`config.mk`:
```
export PLATFORM = sky130hd
export DESIGN_NAME = can_message_frame_decoder
export DESIGN_NICKNAME = d
export VERILOG_FILES = /design/src/rtl/core/canmfd_pkg.sv /design/src/rtl/core/canmfd_decode.sv /design/src/rtl/core/can_message_frame_decoder.sv
export SDC_FILE = /design/constraint.sdc
export NUM_CORES = 1
export LEC_CHECK = 0
export BUFFER_PORTS_ARGS = -buffer_cell sky130_fd_sc_hd__buf_2
export CAP_MARGIN = 15
export CORE_MARGIN = 8
export CORE_UTILIZATION = 29
export CTS_CLUSTER_DIAMETER = 150
export CTS_CLUSTER_SIZE = 20
export DETAILED_ROUTE_END_ITERATION = 7
export GPL_TIMING_DRIVEN = 0
export PLACE_DENSITY_LB_ADDON = 0.25
export SLEW_MARGIN = 20
export SYNTH_ARGS = -nofsm -noshare
export SYNTH_HDL_FRONTEND = slang
export SYNTH_HIERARCHICAL = 1
export SYNTH_SLANG_ARGS = --single-unit
export TNS_END_PERCENT = 5
```
`constraint.sdc`:
```
create_clock -name clock -period 7.4 [get_ports clock]
set_input_delay 0.74 -clock clock [delete_from_list [all_inputs] [get_ports clock]]
set_output_delay 0.74 -clock clock [all_outputs]
set_load 0.02 [all_outputs]
```
`src/rtl/core/canmfd_pkg.sv`:
```
// canmfd_pkg: shared types and constants of the CAN message frame decoder
// status and kind codes, register indexes, config and message structs
// no dependencies
package canmfd_pkg;

   localparam int TEXT_MAX_LEN      = 3;
   localparam int TEXT_HEADER_BYTES = 5;
   localparam int FULL_FRAME_BYTES  = 8;
   localparam int CSR_ADDR_W        = 5;
   localparam int CSR_DATA_W        = 32;
   localparam logic [7:0] CHAR_LOW  = 8'd32;
   localparam logic [7:0] CHAR_HIGH = 8'd126;

   // status codes
   localparam logic [1:0] ST_OK          = 2'd0;
   localparam logic [1:0] ST_INVALID     = 2'd1;
   localparam logic [1:0] ST_IGNORED     = 2'd2;
   localparam logic [1:0] ST_UNSUPPORTED = 2'd3;

   // message kinds, also used as payload class
   localparam logic [1:0] KIND_COMMAND  = 2'd0;
   localparam logic [1:0] KIND_RESPONSE = 2'd1;
   localparam logic [1:0] KIND_EVENT    = 2'd2;
   localparam logic [1:0] KIND_TEXT     = 2'd3;

   // register indexes
   localparam logic [2:0] REG_PROTOCOL_VERSION = 3'd0;
   localparam logic [2:0] REG_NODE_ID_LOW      = 3'd1;
   localparam logic [2:0] REG_NODE_ID_HIGH     = 3'd2;
   localparam logic [2:0] REG_BROADCAST_NODE   = 3'd3;
   localparam logic [2:0] REG_COMMAND_STD_ID   = 3'd4;
   localparam logic [2:0] REG_RESPONSE_STD_ID  = 3'd5;
   localparam logic [2:0] REG_EVENT_STD_ID     = 3'd6;
   localparam logic [2:0] REG_TEXT_STD_ID      = 3'd7;

   typedef struct packed {
      logic [7:0]  protocol_version;
      logic [7:0]  node_id_low;
      logic [7:0]  node_id_high;
      logic [7:0]  broadcast_node;
      logic [10:0] command_std_id;
      logic [10:0] response_std_id;
      logic [10:0] event_std_id;
      logic [10:0] text_std_id;
   } cfg_type;

   typedef struct packed {
      logic [1:0]  msg_kind;
      logic [7:0]  version;
      logic [7:0]  source_node;
      logic [7:0]  target_node;
      logic [7:0]  request_tag;
      logic [7:0]  text_kind;
      logic [1:0]  text_len;
      logic [1:0]  payload_class;
      logic [23:0] body_bytes;
      logic [7:0]  flag_byte;
   } msg_type;

endpackage

```
`src/rtl/core/canmfd_decode.sv`:
```
// canmfd_decode: combinational frame classification and field extraction
// turns one registered frame into a status code and message fields
// depends on canmfd_pkg
module canmfd_decode (
   input  logic                 is_extended,
   input  logic                 is_remote,
   input  logic [28:0]          frame_id,
   input  logic [3:0]           data_length,
   input  logic [63:0]          frame_bytes,
   input  canmfd_pkg::cfg_type  cfg,
   output logic [1:0]           status,
   output canmfd_pkg::msg_type  msg
);
   import canmfd_pkg::*;

   logic [7:0]  ver;
   logic [7:0]  src;
   logic [7:0]  dst;
   logic [7:0]  len;
   logic [1:0]  kind;
   logic        id_hit;
   logic        src_ok;
   logic        dst_ok;
   logic        hdr_ok;
   logic        text_ok;
   logic        full_ok;
   logic        chars_ok;
   logic [8:0]  text_end;
   logic [23:0] text_body;
   logic [7:0]  chr;

   assign ver = frame_bytes[7:0];
   assign src = frame_bytes[15:8];
   assign dst = frame_bytes[23:16];
   assign len = frame_bytes[39:32];

   // first match wins when identifiers coincide
   always_comb begin
      id_hit = 1'b1;
      kind   = KIND_COMMAND;
      if (frame_id == {18'd0, cfg.command_std_id}) begin
         kind = KIND_COMMAND;
      end else if (frame_id == {18'd0, cfg.response_std_id}) begin
         kind = KIND_RESPONSE;
      end else if (frame_id == {18'd0, cfg.event_std_id}) begin
         kind = KIND_EVENT;
      end else if (frame_id == {18'd0, cfg.text_std_id}) begin
         kind = KIND_TEXT;
      end else begin
         id_hit = 1'b0;
      end
   end

   assign src_ok = (src == cfg.broadcast_node) ||
                   (src >= cfg.node_id_low && src <= cfg.node_id_high);
   assign dst_ok = (dst == cfg.broadcast_node) ||
                   (dst >= cfg.node_id_low && dst <= cfg.node_id_high);
   assign hdr_ok = (ver == cfg.protocol_version) && src_ok && dst_ok;

   assign text_end = 9'(TEXT_HEADER_BYTES) + {1'b0, len};

   // characters past the length byte are neither checked nor kept
   always_comb begin
      chars_ok  = 1'b1;
      text_body = '0;
      chr       = '0;
      for (int i = 0; i < TEXT_MAX_LEN; i++) begin
         chr = frame_bytes[8*(TEXT_HEADER_BYTES+i) +: 8];
         if (8'(i) < len) begin
            text_body[8*i +: 8] = chr;
            if (chr < CHAR_LOW || chr > CHAR_HIGH) begin
               chars_ok = 1'b0;
            end
         end
      end
   end

   assign text_ok = (data_length >= 4'(TEXT_HEADER_BYTES)) && hdr_ok &&
                    (len != 8'd0) && (len <= 8'(TEXT_MAX_LEN)) &&
                    (text_end <= {5'd0, data_length}) && chars_ok;
   assign full_ok = (data_length >= 4'(FULL_FRAME_BYTES)) && hdr_ok;

   always_comb begin
      msg = '0;
      if (is_extended || is_remote) begin
         status = ST_UNSUPPORTED;
      end else if (!id_hit) begin
         status = ST_IGNORED;
      end else if (kind == KIND_TEXT) begin
         if (text_ok) begin
            status            = ST_OK;
            msg.msg_kind      = KIND_TEXT;
            msg.version       = ver;
            msg.source_node   = src;
            msg.target_node   = dst;
            msg.text_kind     = frame_bytes[31:24];
            msg.text_len      = len[1:0];
            msg.payload_class = KIND_TEXT;
            msg.body_bytes    = text_body;
         end else begin
            status = ST_INVALID;
         end
      end else if (full_ok) begin
         status            = ST_OK;
         msg.msg_kind      = kind;
         msg.version       = ver;
         msg.source_node   = src;
         msg.target_node   = dst;
         msg.request_tag   = frame_bytes[31:24];
         msg.payload_class = kind;
         msg.body_bytes    = frame_bytes[55:32];
         msg.flag_byte     = frame_bytes[63:56];
      end else begin
         status = ST_INVALID;
      end
   end

endmodule

```
`src/rtl/core/can_message_frame_decoder.sv`:
```
// can_message_frame_decoder: top level with request register, result register,
// status counters and configuration registers
// depends on canmfd_pkg and canmfd_decode
//
// Each request carries one received CAN frame and yields exactly one result.
// A new request is taken every cycle unless the result side stalls. The path
// between the request register and the result register holds the identifier
// match, the header and text checks and one 32-bit counter increment. Extended
// or remote frames are unsupported, unknown standard identifiers are ignored,
// and all message fields read zero on any status other than ok. The result
// carries the updated wrapping count of its status class. Registers sit at
// byte address 4*i; the user must write them only while no request is in
// flight, and the block itself does not enforce this.
module can_message_frame_decoder (
   input  logic                                clock,
   input  logic                                reset,
   input  logic                                req_valid,
   output logic                                req_stall,
   input  logic                                req_is_extended,
   input  logic                                req_is_remote,
   input  logic [28:0]                         req_frame_id,
   input  logic [3:0]                          req_data_length,
   input  logic [63:0]                         req_frame_bytes,
   output logic                                rsp_valid,
   input  logic                                rsp_stall,
   output logic [1:0]                          rsp_status,
   output logic [1:0]                          rsp_msg_kind,
   output logic [7:0]                          rsp_version,
   output logic [7:0]                          rsp_source_node,
   output logic [7:0]                          rsp_target_node,
   output logic [7:0]                          rsp_request_tag,
   output logic [7:0]                          rsp_text_kind,
   output logic [1:0]                          rsp_text_len,
   output logic [1:0]                          rsp_payload_class,
   output logic [23:0]                         rsp_body_bytes,
   output logic [7:0]                          rsp_flag_byte,
   output logic [31:0]                         rsp_status_count,
   input  logic                                psel,
   input  logic                                penable,
   input  logic                                pwrite,
   input  logic [canmfd_pkg::CSR_ADDR_W-1:0]   paddr,
   input  logic [canmfd_pkg::CSR_DATA_W-1:0]   pwdata,
   output logic [canmfd_pkg::CSR_DATA_W-1:0]   prdata,
   output logic                                pready
);
   import canmfd_pkg::*;

   cfg_type     cfg_ff;
   cfg_type     cfg_in;
   logic        csr_write;
   logic [2:0]  csr_index;

   logic        s1_valid_ff;
   logic        s1_valid_in;
   logic        s1_extended_ff;
   logic        s1_remote_ff;
   logic [28:0] s1_frame_id_ff;
   logic [3:0]  s1_length_ff;
   logic [63:0] s1_bytes_ff;
   logic        s1_adv;
   logic        s2_adv;

   logic        rsp_valid_ff;
   logic        rsp_valid_in;
   logic [1:0]  rsp_status_ff;
   msg_type     rsp_msg_ff;
   logic [31:0] rsp_count_ff;

   logic [31:0] cnt_ff [4];
   logic [31:0] cnt_in;

   logic [1:0]  dec_status;
   msg_type     dec_msg;

   // configuration port
   assign pready    = 1'b1;
   assign csr_write = psel && penable && pwrite;
   assign csr_index = paddr[4:2];

   always_comb begin
      cfg_in = cfg_ff;
      if (csr_write) begin
         case (csr_index)
            REG_PROTOCOL_VERSION: cfg_in.protocol_version = pwdata[7:0];
            REG_NODE_ID_LOW:      cfg_in.node_id_low      = pwdata[7:0];
            REG_NODE_ID_HIGH:     cfg_in.node_id_high     = pwdata[7:0];
            REG_BROADCAST_NODE:   cfg_in.broadcast_node   = pwdata[7:0];
            REG_COMMAND_STD_ID:   cfg_in.command_std_id   = pwdata[10:0];
            REG_RESPONSE_STD_ID:  cfg_in.response_std_id  = pwdata[10:0];
            REG_EVENT_STD_ID:     cfg_in.event_std_id     = pwdata[10:0];
            REG_TEXT_STD_ID:      cfg_in.text_std_id      = pwdata[10:0];
            default:              cfg_in = cfg_ff;
         endcase
      end
   end

   always_comb begin
      case (csr_index)
         REG_PROTOCOL_VERSION: prdata = {24'd0, cfg_ff.protocol_version};
         REG_NODE_ID_LOW:      prdata = {24'd0, cfg_ff.node_id_low};
         REG_NODE_ID_HIGH:     prdata = {24'd0, cfg_ff.node_id_high};
         REG_BROADCAST_NODE:   prdata = {24'd0, cfg_ff.broadcast_node};
         REG_COMMAND_STD_ID:   prdata = {21'd0, cfg_ff.command_std_id};
         REG_RESPONSE_STD_ID:  prdata = {21'd0, cfg_ff.response_std_id};
         REG_EVENT_STD_ID:     prdata = {21'd0, cfg_ff.event_std_id};
         REG_TEXT_STD_ID:      prdata = {21'd0, cfg_ff.text_std_id};
         default:              prdata = '0;
      endcase
   end

   always_ff @(posedge clock) begin
      if (reset) begin
         cfg_ff.protocol_version <= 8'd1;
         cfg_ff.node_id_low      <= 8'd1;
         cfg_ff.node_id_high     <= 8'd254;
         cfg_ff.broadcast_node   <= 8'd255;
         cfg_ff.command_std_id   <= 11'd256;
         cfg_ff.response_std_id  <= 11'd257;
         cfg_ff.event_std_id     <= 11'd258;
         cfg_ff.text_std_id      <= 11'd259;
      end else begin
         cfg_ff <= cfg_in;
      end
   end

   // two-stage pipeline, each stage moves on when the one after it has room
   assign s2_adv       = !rsp_valid_ff || !rsp_stall;
   assign s1_adv       = !s1_valid_ff || s2_adv;
   assign req_stall    = !s1_adv;
   assign s1_valid_in  = s1_adv ? req_valid : s1_valid_ff;
   assign rsp_valid_in = s2_adv ? s1_valid_ff : rsp_valid_ff;

   always_ff @(posedge clock) begin
      if (reset) begin
         s1_valid_ff  <= 1'b0;
         rsp_valid_ff <= 1'b0;
      end else begin
         s1_valid_ff  <= s1_valid_in;
         rsp_valid_ff <= rsp_valid_in;
      end
   end

   always_ff @(posedge clock) begin
      if (s1_adv && req_valid) begin
         s1_extended_ff <= req_is_extended;
         s1_remote_ff   <= req_is_remote;
         s1_frame_id_ff <= req_frame_id;
         s1_length_ff   <= req_data_length;
         s1_bytes_ff    <= req_frame_bytes;
      end
   end

   canmfd_decode u_decode (
      .is_extended (s1_extended_ff),
      .is_remote   (s1_remote_ff),
      .frame_id    (s1_frame_id_ff),
      .data_length (s1_length_ff),
      .frame_bytes (s1_bytes_ff),
      .cfg         (cfg_ff),
      .status      (dec_status),
      .msg         (dec_msg)
   );

   assign cnt_in = cnt_ff[dec_status] + 32'd1;

   always_ff @(posedge clock) begin
      if (reset) begin
         for (int i = 0; i < 4; i++) begin
            cnt_ff[i] <= '0;
         end
      end else if (s2_adv && s1_valid_ff) begin
         cnt_ff[dec_status] <= cnt_in;
      end
   end

   always_ff @(posedge clock) begin
      if (s2_adv && s1_valid_ff) begin
         rsp_status_ff <= dec_status;
         rsp_msg_ff    <= dec_msg;
         rsp_count_ff  <= cnt_in;
      end
   end

   assign rsp_valid         = rsp_valid_ff;
   assign rsp_status        = rsp_status_ff;
   assign rsp_msg_kind      = rsp_msg_ff.msg_kind;
   assign rsp_version       = rsp_msg_ff.version;
   assign rsp_source_node   = rsp_msg_ff.source_node;
   assign rsp_target_node   = rsp_msg_ff.target_node;
   assign rsp_request_tag   = rsp_msg_ff.request_tag;
   assign rsp_text_kind     = rsp_msg_ff.text_kind;
   assign rsp_text_len      = rsp_msg_ff.text_len;
   assign rsp_payload_class = rsp_msg_ff.payload_class;
   assign rsp_body_bytes    = rsp_msg_ff.body_bytes;
   assign rsp_flag_byte     = rsp_msg_ff.flag_byte;
   assign rsp_status_count  = rsp_count_ff;

   // the pipeline only holds back when both stages are full and the output waits
   a_stall_only_when_full: assert property (@(posedge clock) disable iff (reset)
      req_stall |-> (s1_valid_ff && rsp_valid_ff && rsp_stall))
      else $error("request stalled while the pipeline had room");

   // an accepted request always lands in the first stage
   a_accept_lands: assert property (@(posedge clock) disable iff (reset)
      (req_valid && !req_stall) |=> s1_valid_ff)
      else $error("accepted request lost");

   // a waiting result shows the live count of its status class
   a_count_matches: assert property (@(posedge clock) disable iff (reset)
      rsp_valid_ff |-> (rsp_count_ff == cnt_ff[rsp_status_ff]))
      else $error("result count out of step with counter");

   // message fields are blank on any non-ok status
   a_blank_on_error: assert property (@(posedge clock) disable iff (reset)
      (rsp_valid_ff && rsp_status_ff != ST_OK) |-> (rsp_msg_ff == '0))
      else $error("message fields set on non-ok status");

   // an ok text result has a legal character count
   a_text_len: assert property (@(posedge clock) disable iff (reset)
      (rsp_valid_ff && rsp_status_ff == ST_OK && rsp_msg_ff.msg_kind == KIND_TEXT)
      |-> (rsp_msg_ff.text_len != 2'd0 && rsp_msg_ff.payload_class == KIND_TEXT))
      else $error("text result with bad length or class");

endmodule

```
==> metrics.csv, run 1 <==
metric;value;unit
synth.yosys.warnings;6;
detail-route-antenna-nets;0;
maxSlewViolCount;0;
drive_above_1_share;21.88;%
cts_root_buffer;sky130_fd_sc_hd__clkbuf_16;
timing_hold_violations_final;0;
post-synth-top-count-cell;sky130_fd_sc_hd__edfxtp_1;
data_arrival_time_of_the_critical_path;6.59;ns
clkSinkCount;417;
yosysUniqueCellTypes;79;
synth-edff-count;339;
worstPathCellList;xor2_1, nor3_1, and3_1, or2_1, o211a_1, inv_1, clkbuf_1, buf_2, buf_2, buf_4, buf_2, nor2_1, nand2_1, clkbuf_1, buf_1, nand2_2, buf_16;
synth_top_area_share;52.65;%
clock_skew;0.02807;ns
grt_pass1_wl;86500;um
placed_cell_area;0.02192;mm2
grt.overflow.total;0;
clockPowerShare;31.3;%
swShare;24.92;%
path_common_cell;sky130_fd_sc_hd__buf_2;
area_delta_synth_final;16.99;%
grt_setup_unrepaired;false;
switching_power;1.129;mW
final_net_count;1988;
ys_ff_latch;417;
syn_area_per_cell;12.74;um2
io_pins;290;
setup_viol;0;
synth.yosys.seq_area_share;60.73;%
hp-class;primary input to register;
element_type_at_the_critical_path_end;register;
postCtsSetupBuffers;0;
detailed_place_hpwl;43280;um
power-per-cell-area;200.3;mW/mm2
fin_crit;6.253;ns
most_common_library_cells_after_synthesis;339 x sky130_fd_sc_hd__edfxtp_1, 159 x sky130_fd_sc_hd__nor2_1, 124 x sky130_fd_sc_hd__nand2_1, 93 x sky130_fd_sc_hd__a21oi_1, 78 x sky130_fd_sc_hd__dfxtp_1;
std_cell_rows;94;
seqPwrFrac;59.2;%
die-height;274.2;um
antenna_violations_before_repair;7;
initial_utilization;29.35;%
cts_tree;built;
cap_violations;0;
routed_via_density;4.864;
grt.total_usage;15.09;%
syn-instance-count;1517;
status;finished, final reports clean;
die_w;274.2;um
worst-path-max-fanout;17;
first_global_vias;13514;
start_kind;register;
clk_path_buf_depth;3;
drcViolationCount;0;
drt_pre_antenna_iters;5;
p_comb_share;9.5;%
post_cts_resize_count;0;
cp_slowest_cell;sky130_fd_sc_hd__clkbuf_1;
cts_made_buffers;24;
max-vdd-ir-drop;168.5;uV
design_area;0.02262;mm2
design.die.area;0.07519;mm2
internal_power;3.401;mW
fin_hold_ws;0.3134;ns
worst_skew_pair.late_latency;0.59;ns
final_core_util;34.34;%
h_tree_depth;1;
syn_area;0.01933;mm2
synth.top_cells.by_area;sky130_fd_sc_hd__edfxtp_1 53%, sky130_fd_sc_hd__dfxtp_1 8.1%, sky130_fd_sc_hd__mux4_2 4.1%;
postRouteWirelength;58210;um
most_common_flop_cell_mapped_by_yosys;sky130_fd_sc_hd__edfxtp_1;
worst_pin_slew;1.113;ns
route.vias.total;13090;
grt_max_degree;42;
layout_worst_path_cycle_share;84.50;%
static-leakage-power;8.536;nW
multi_input_area;0.006883;mm2
clock_pin_slew_on_the_worst_setup_and_hold_paths;0.10;ns
port_buffers;233;
ctsHoldBuffers;0;
max_freq;0.1599;GHz
slew_headroom;25.79;%
replace_congestion;0.8557;
final.fill_count;6605;
asyncSetResetFlopFracSynth;0;%
core_area;0.06586;mm2
seqCellArea;0.01174;mm2
timing.critical_path.required;7.74;ns
dr.first_iter.drc_count;971;
detail_route.wl_per_cell;21.63;um
netlist.top_cell.by_area;sky130_fd_sc_hd__edfxtp_1;
setup.worst_path.class;register to register;
max_incr_delay_on_cp;0.58;ns
==> flip-flops by register name, indices dropped and copies added, names as in the netlist <==
name and count:
rsp_text_kind 8, s1_length_ff 4, rsp_status_count 32, rsp_source_node 8, rsp_body_bytes 24, s1_extended_ff 1
s1_valid_ff 1, rsp_target_node 8, rsp_version 8, s1_frame_id_ff 29, cnt_ff 128, cfg_ff 76
rsp_payload_class 2, rsp_flag_byte 8, rsp_status 2, rsp_request_tag 8, s1_remote_ff 1, s1_bytes_ff 64
rsp_msg_kind 2, rsp_valid 1, rsp_text_len 2
==> cell families after synthesis <==
logic type | after synthesis | synth area share, %
AO/OA/AOI/OAI | 169 | 5.902
XOR/XNOR | 87 | 3.941
adder cells (fa/ha/maj) | 39 | 2.524
buffers and inverters | 171 | 4.206
flip-flops | 417 | 60.73
multiplexers | 114 | 8.860
other | 2 | 0.03884
AND/OR/NAND/NOR | 518 | 13.80
==> worst paths after layout <==
check	cells after the start	startpoint	end	slack (ns)
worst max-delay path	17	s1_frame_id_ff[10]$_DFFE_PP_	cnt_ff[1][3]$_SDFFCE_PN0P_	1.15
worst max register to register	17	s1_frame_id_ff[10]$_DFFE_PP_	cnt_ff[1][3]$_SDFFCE_PN0P_	1.15
worst min register to register	2	cfg_ff[10]$_SDFFE_PP0P_	cfg_ff[10]$_SDFFE_PP0P_	0.49
worst min-delay path	1	req_frame_id[11]	s1_frame_id_ff[11]$_DFFE_PP_	0.31
==> power by group through the flow <==
stage	Clock, mW	Combinational [mW]	Sequential (mW)
after floorplan	0	0.231	2.75
after global placement	0	0.413	2.75
after detailed placement	0	0.436	2.73
after CTS	1.48	0.437	2.68
after global routing	1.55	0.472	2.69
final	1.42	0.433	2.68
==> per-layer routing <==
| metal | share of wire (%) | vias to the layer above | GRT usage (%) |
|---|---|---|---|
| met5 | 0.022 | - | 0 |
| met3 | 6.5 | 80 | 2.971 |
| met1 | 41 | 6503 | 19.08 |
| li1 | - | 6087 | - |
| met2 | 49 | 418 | 25.97 |
| met4 | 2.8 | 2 | 4.437 |
==> area by class of cell <==
class,instances,area share (%)
buffer,97,2.368
clock buffer,42,2.954
multi-input combinational,949,30.43
inverter,74,1.228
antenna,3,0.03319
sequential,417,51.91
tap,864,4.779
clock inverter,2,0.09404
timing repair buffer,243,6.206
==> placed cells by master (no fill, tap or decap), types with 16 or more instances in the layout <==
| cell | instances |
|---|---|
| sky130_fd_sc_hd__clkbuf_16 | 24 |
| sky130_fd_sc_hd__nand3b_1 | 19 |
| sky130_fd_sc_hd__nand2_1 | 121 |
| sky130_fd_sc_hd__xor2_1 | 54 |
| sky130_fd_sc_hd__conb_1 | 22 |
| sky130_fd_sc_hd__nor3_1 | 16 |
| sky130_fd_sc_hd__inv_1 | 73 |
| sky130_fd_sc_hd__and2_1 | 34 |
| sky130_fd_sc_hd__edfxtp_1 | 339 |
| sky130_fd_sc_hd__mux2i_1 | 68 |
| sky130_fd_sc_hd__dfxtp_1 | 78 |
| sky130_fd_sc_hd__nand3_1 | 42 |
| sky130_fd_sc_hd__xnor2_1 | 33 |
| sky130_fd_sc_hd__nand4_1 | 31 |
| sky130_fd_sc_hd__ha_1 | 39 |
| sky130_fd_sc_hd__mux4_2 | 35 |
| sky130_fd_sc_hd__nor2_1 | 159 |
| sky130_fd_sc_hd__buf_4 | 28 |
| sky130_fd_sc_hd__buf_2 | 244 |
| sky130_fd_sc_hd__clkbuf_1 | 66 |
| sky130_fd_sc_hd__a21oi_1 | 93 |
==> metrics by stage <==
stage / instances / power [mW] / setup TNS (ns) / setup slack, ns
6_report: 2691 / 4.530 / 0 / 1.147
5_1_grt: 2690 / 4.716 / 0 / 0.8195
4_1_cts: 2688 / 4.601 / 0 / 1.053
3_5_place_dp: 2644 / 3.171 / 0 / 1.067
3_3_place_gp: 2634 / 3.160 / -180.38 / -1.837
2_1_floorplan: 1537 / 2.985 / 0 / 1.451
==> worst max-delay path: cells and delay by family (launching register included) <==
kind	cells	cell delay, ns
simple gates	6	1.32
flops	1	0.50
buf+inv	9	3.57
compound gates	1	0.31
xor+xnor	1	0.29
Note: power is estimated with default switching activity, not from simulation.
==> run 2: changes to the inputs <==
==> constraint.sdc (replaced) <==
create_clock -name clock -period 5.15 [get_ports clock]
set_input_delay 0.515 -clock clock [delete_from_list [all_inputs] [get_ports clock]]
set_output_delay 0.515 -clock clock [all_outputs]
set_load 0.02 [all_outputs]
==> run 2 against run 1 <==
Against the previous run:
- non-clock buffer count up 31
- sequential share of layout area shrank 1.2 points
- clock-buffer cell count unchanged
- sequential power is 44% higher
- utilization up 0.82 points
==> metrics.csv, run 2 (synthesis results as in run 1) <==
metric;value;unit;change
antenna_violations_before_repair;5;;-2
initial_utilization;29.35;%;unchanged
detail_route.wl_per_cell;21.60;um;-0.13%
maxSlewViolCount;0;;unchanged
cts_tree;built;;
std_cell_rows;94;;unchanged
clk_path_buf_depth;3;;unchanged
drive_above_1_share;25.39;%;+3.5 points
reg.largest.list;cnt_ff x128, cfg_ff x76, s1_bytes_ff x64;;
area_delta_synth_final;19.78;%;
grt.total_usage;15.07;%;-0.026 points
clockPowerShare;31.0;%;-0.3 points
p_comb_share;10.2;%;+0.7 points
grt_max_degree;48;;+14%
route.vias.total;13042;;-0.37%
largest_register;cnt_ff;;
start_kind;register;;
static-leakage-power;8.733;nW;+2.3%
port_buffers;233;;unchanged
seqPwrFrac;58.9;%;-0.3 points
io_pins;290;;unchanged
grt_setup_unrepaired;true;;
max_freq;0.1988;GHz;+24%
cts_root_buffer;sky130_fd_sc_hd__clkbuf_16;;
fin_crit;5.030;ns;-1.223 ns
clock_pin_slew_on_the_worst_setup_and_hold_paths;0.09;ns;about the same
regToRegSetupSlack;0.12;ns;-1.03 ns
setup_ws;0.1199;ns;-1.027 ns
max_ffs_per_register;128;;unchanged
postRouteWirelength;58800;um;+1.0%
first_global_vias;13447;;-0.50%
worst_skew_pair.late_latency;0.59;ns;about the same
die_w;274.2;um;unchanged
final_core_util;35.16;%;+0.82 points
switching_power;1.627;mW;+44%
mostFrequentLayoutCell;sky130_fd_sc_hd__edfxtp_1;;
detail-route-antenna-nets;0;;unchanged
timing.critical_path.required;5.58;ns;-2.16 ns
final_net_count;2019;;+1.6%
worst-path-max-fanout;10;;-7
swShare;24.88;%;-0.045 points
routed_via_density;4.791;;-1.5%
grt.overflow.total;0;;unchanged
design.die.area;0.07519;mm2;unchanged
setup_viol;0;;unchanged
internal_power;4.912;mW;+44%
cts_made_buffers;24;;unchanged
dpl_worst_slack;-1.195;ns;-2.262 ns
hp-class;primary input to register;;
power-per-cell-area;282.4;mW/mm2;+41%
worst_pin_slew;1.099;ns;-0.01395 ns
drcViolationCount;0;;unchanged
layout_worst_path_cycle_share;97.67;%;+13 points
h_tree_depth;1;;unchanged
cap_violations;0;;unchanged
cell_count_after_placement;2644;;unchanged
finalPower;6.539;mW;+44%
die-height;274.2;um;unchanged
finish.cell_count_without_fillers;2722;;+1.2%
detailed_place_hpwl;43410;um;+0.31%
clock_skew;0.03240;ns;+0.004326 ns
most_frequent_cells_in_the_layout;339 x sky130_fd_sc_hd__edfxtp_1, 243 x sky130_fd_sc_hd__buf_2, 159 x sky130_fd_sc_hd__nor2_1, 121 x sky130_fd_sc_hd__nand2_1, 84 x sky130_fd_sc_hd__a21oi_1;;
replace_congestion;0.8771;;+2.5%
timing_hold_violations_final;0;;unchanged
core_area;0.06586;mm2;unchanged
dr.first_iter.drc_count;957;;-1.4%
drt_pre_antenna_iters;5;;unchanged
data_arrival_time_of_the_critical_path;5.46;ns;-1.13 ns
grt_pass1_wl;86310;um;-0.22%
setup.worst_path.class;register to register;;
status;finished, final reports clean;;
clkSinkCount;417;;unchanged
element_type_at_the_critical_path_end;register;;
max-vdd-ir-drop;288.0;uV;+71%
slew_headroom;26.72;%;+0.93 points
==> run 2: cell count changes in the layout (fill, tap and decap cells not counted), sizes merged <==
| cell | change |
|---|---|
| clkinvlp | +1 |
| buf | +33 |
| inv | -1 |
| clkbuf | -2 |
==> run 2: worst paths after layout <==
path                            startpoint                          end  cells past startpoint
hold reg to reg     cfg_ff[9]$_SDFFE_PP0P_       cfg_ff[9]$_SDFFE_PP0P_                      2
hold / removal          req_frame_bytes[7]     s1_bytes_ff[7]$_DFFE_PP_                      1
setup / recovery  s1_bytes_ff[9]$_DFFE_PP_  cnt_ff[1][30]$_SDFFCE_PN0P_                     18
setup reg to reg  s1_bytes_ff[9]$_DFFE_PP_  cnt_ff[1][30]$_SDFFCE_PN0P_                     18
==> run 2: power groups by stage <==
stage	clock network, mW	logic [mW]	registers (mW)
finish	2.02	0.664	3.85
global placement	0	0.592	3.94
detailed placement	0	0.627	3.93
floorplan	0	0.333	3.95
CTS	2.13	0.640	3.85
global route	2.22	0.720	3.87
==> run 2: area by class of cell <==
class / instances / area, um2
Sequential cell: 417 / 11740
Inverter: 74 / 281.5
Clock inverter: 2 / 21.27
Antenna cell: 3 / 7.507
Multi-Input combinational cell: 949 / 7129
Tap cell: 864 / 1081
Timing Repair Buffer: 275 / 1659
Fill cell: 6533 / 42700
Buffer: 96 / 569.3
Clock buffer: 42 / 668.1
==> run 2: timing repair <==
action / in CTS / in global routing
pin swaps: 1 / 12
hold endpoints to repair: 0 / 0
endpoints found under the setup margin: 254 / 156
hold buffers: 0 / 0
buffers inserted: 7 / 25
gates resized for setup: 27 / 49
==> run 2: routing by layer <==
layer	wire length (um)	vias up	GRT usage, %
met4	1381	4	3.813
met2	29210	336	26.13
met5	26	-	0
met1	25030	6479	19.18
li1	-	6151	-
met3	3146	72	2.875
==> run 2: per-stage QoR <==
step | hold WS, ns | setup TNS (ns) | instance area [um2]
after floorplan | 0.4573 | 0 | 19410
after global placement | 0.4691 | -403.34 | 21660
after detailed placement | 0.4786 | -152.13 | 21920
after CTS | 0.05299 | -0.01138 | 22780
after global routing | 0.06427 | -0.9270 | 23160
final | 0.1004 | 0 | 23160
==> run 2: critical path: stages (launching register included) <==
cell	delay, ns
sky130_fd_sc_hd__edfxtp_1	0.47
sky130_fd_sc_hd__ha_1	0.35
sky130_fd_sc_hd__nor2b_1	0.14
sky130_fd_sc_hd__o211ai_1	0.16
sky130_fd_sc_hd__a21oi_1	0.10
sky130_fd_sc_hd__o221a_2	0.29
sky130_fd_sc_hd__a311oi_4	0.19
sky130_fd_sc_hd__buf_4	0.19
sky130_fd_sc_hd__a31oi_4	0.11
sky130_fd_sc_hd__or4_4	0.61
sky130_fd_sc_hd__buf_12	0.18
sky130_fd_sc_hd__buf_12	0.16
sky130_fd_sc_hd__mux4_2	0.43
sky130_fd_sc_hd__ha_4	0.19
sky130_fd_sc_hd__nand4_4	0.13
sky130_fd_sc_hd__or2_1	0.28
sky130_fd_sc_hd__buf_6	0.15
sky130_fd_sc_hd__or4_4	0.59
sky130_fd_sc_hd__a21oi_1	0.17
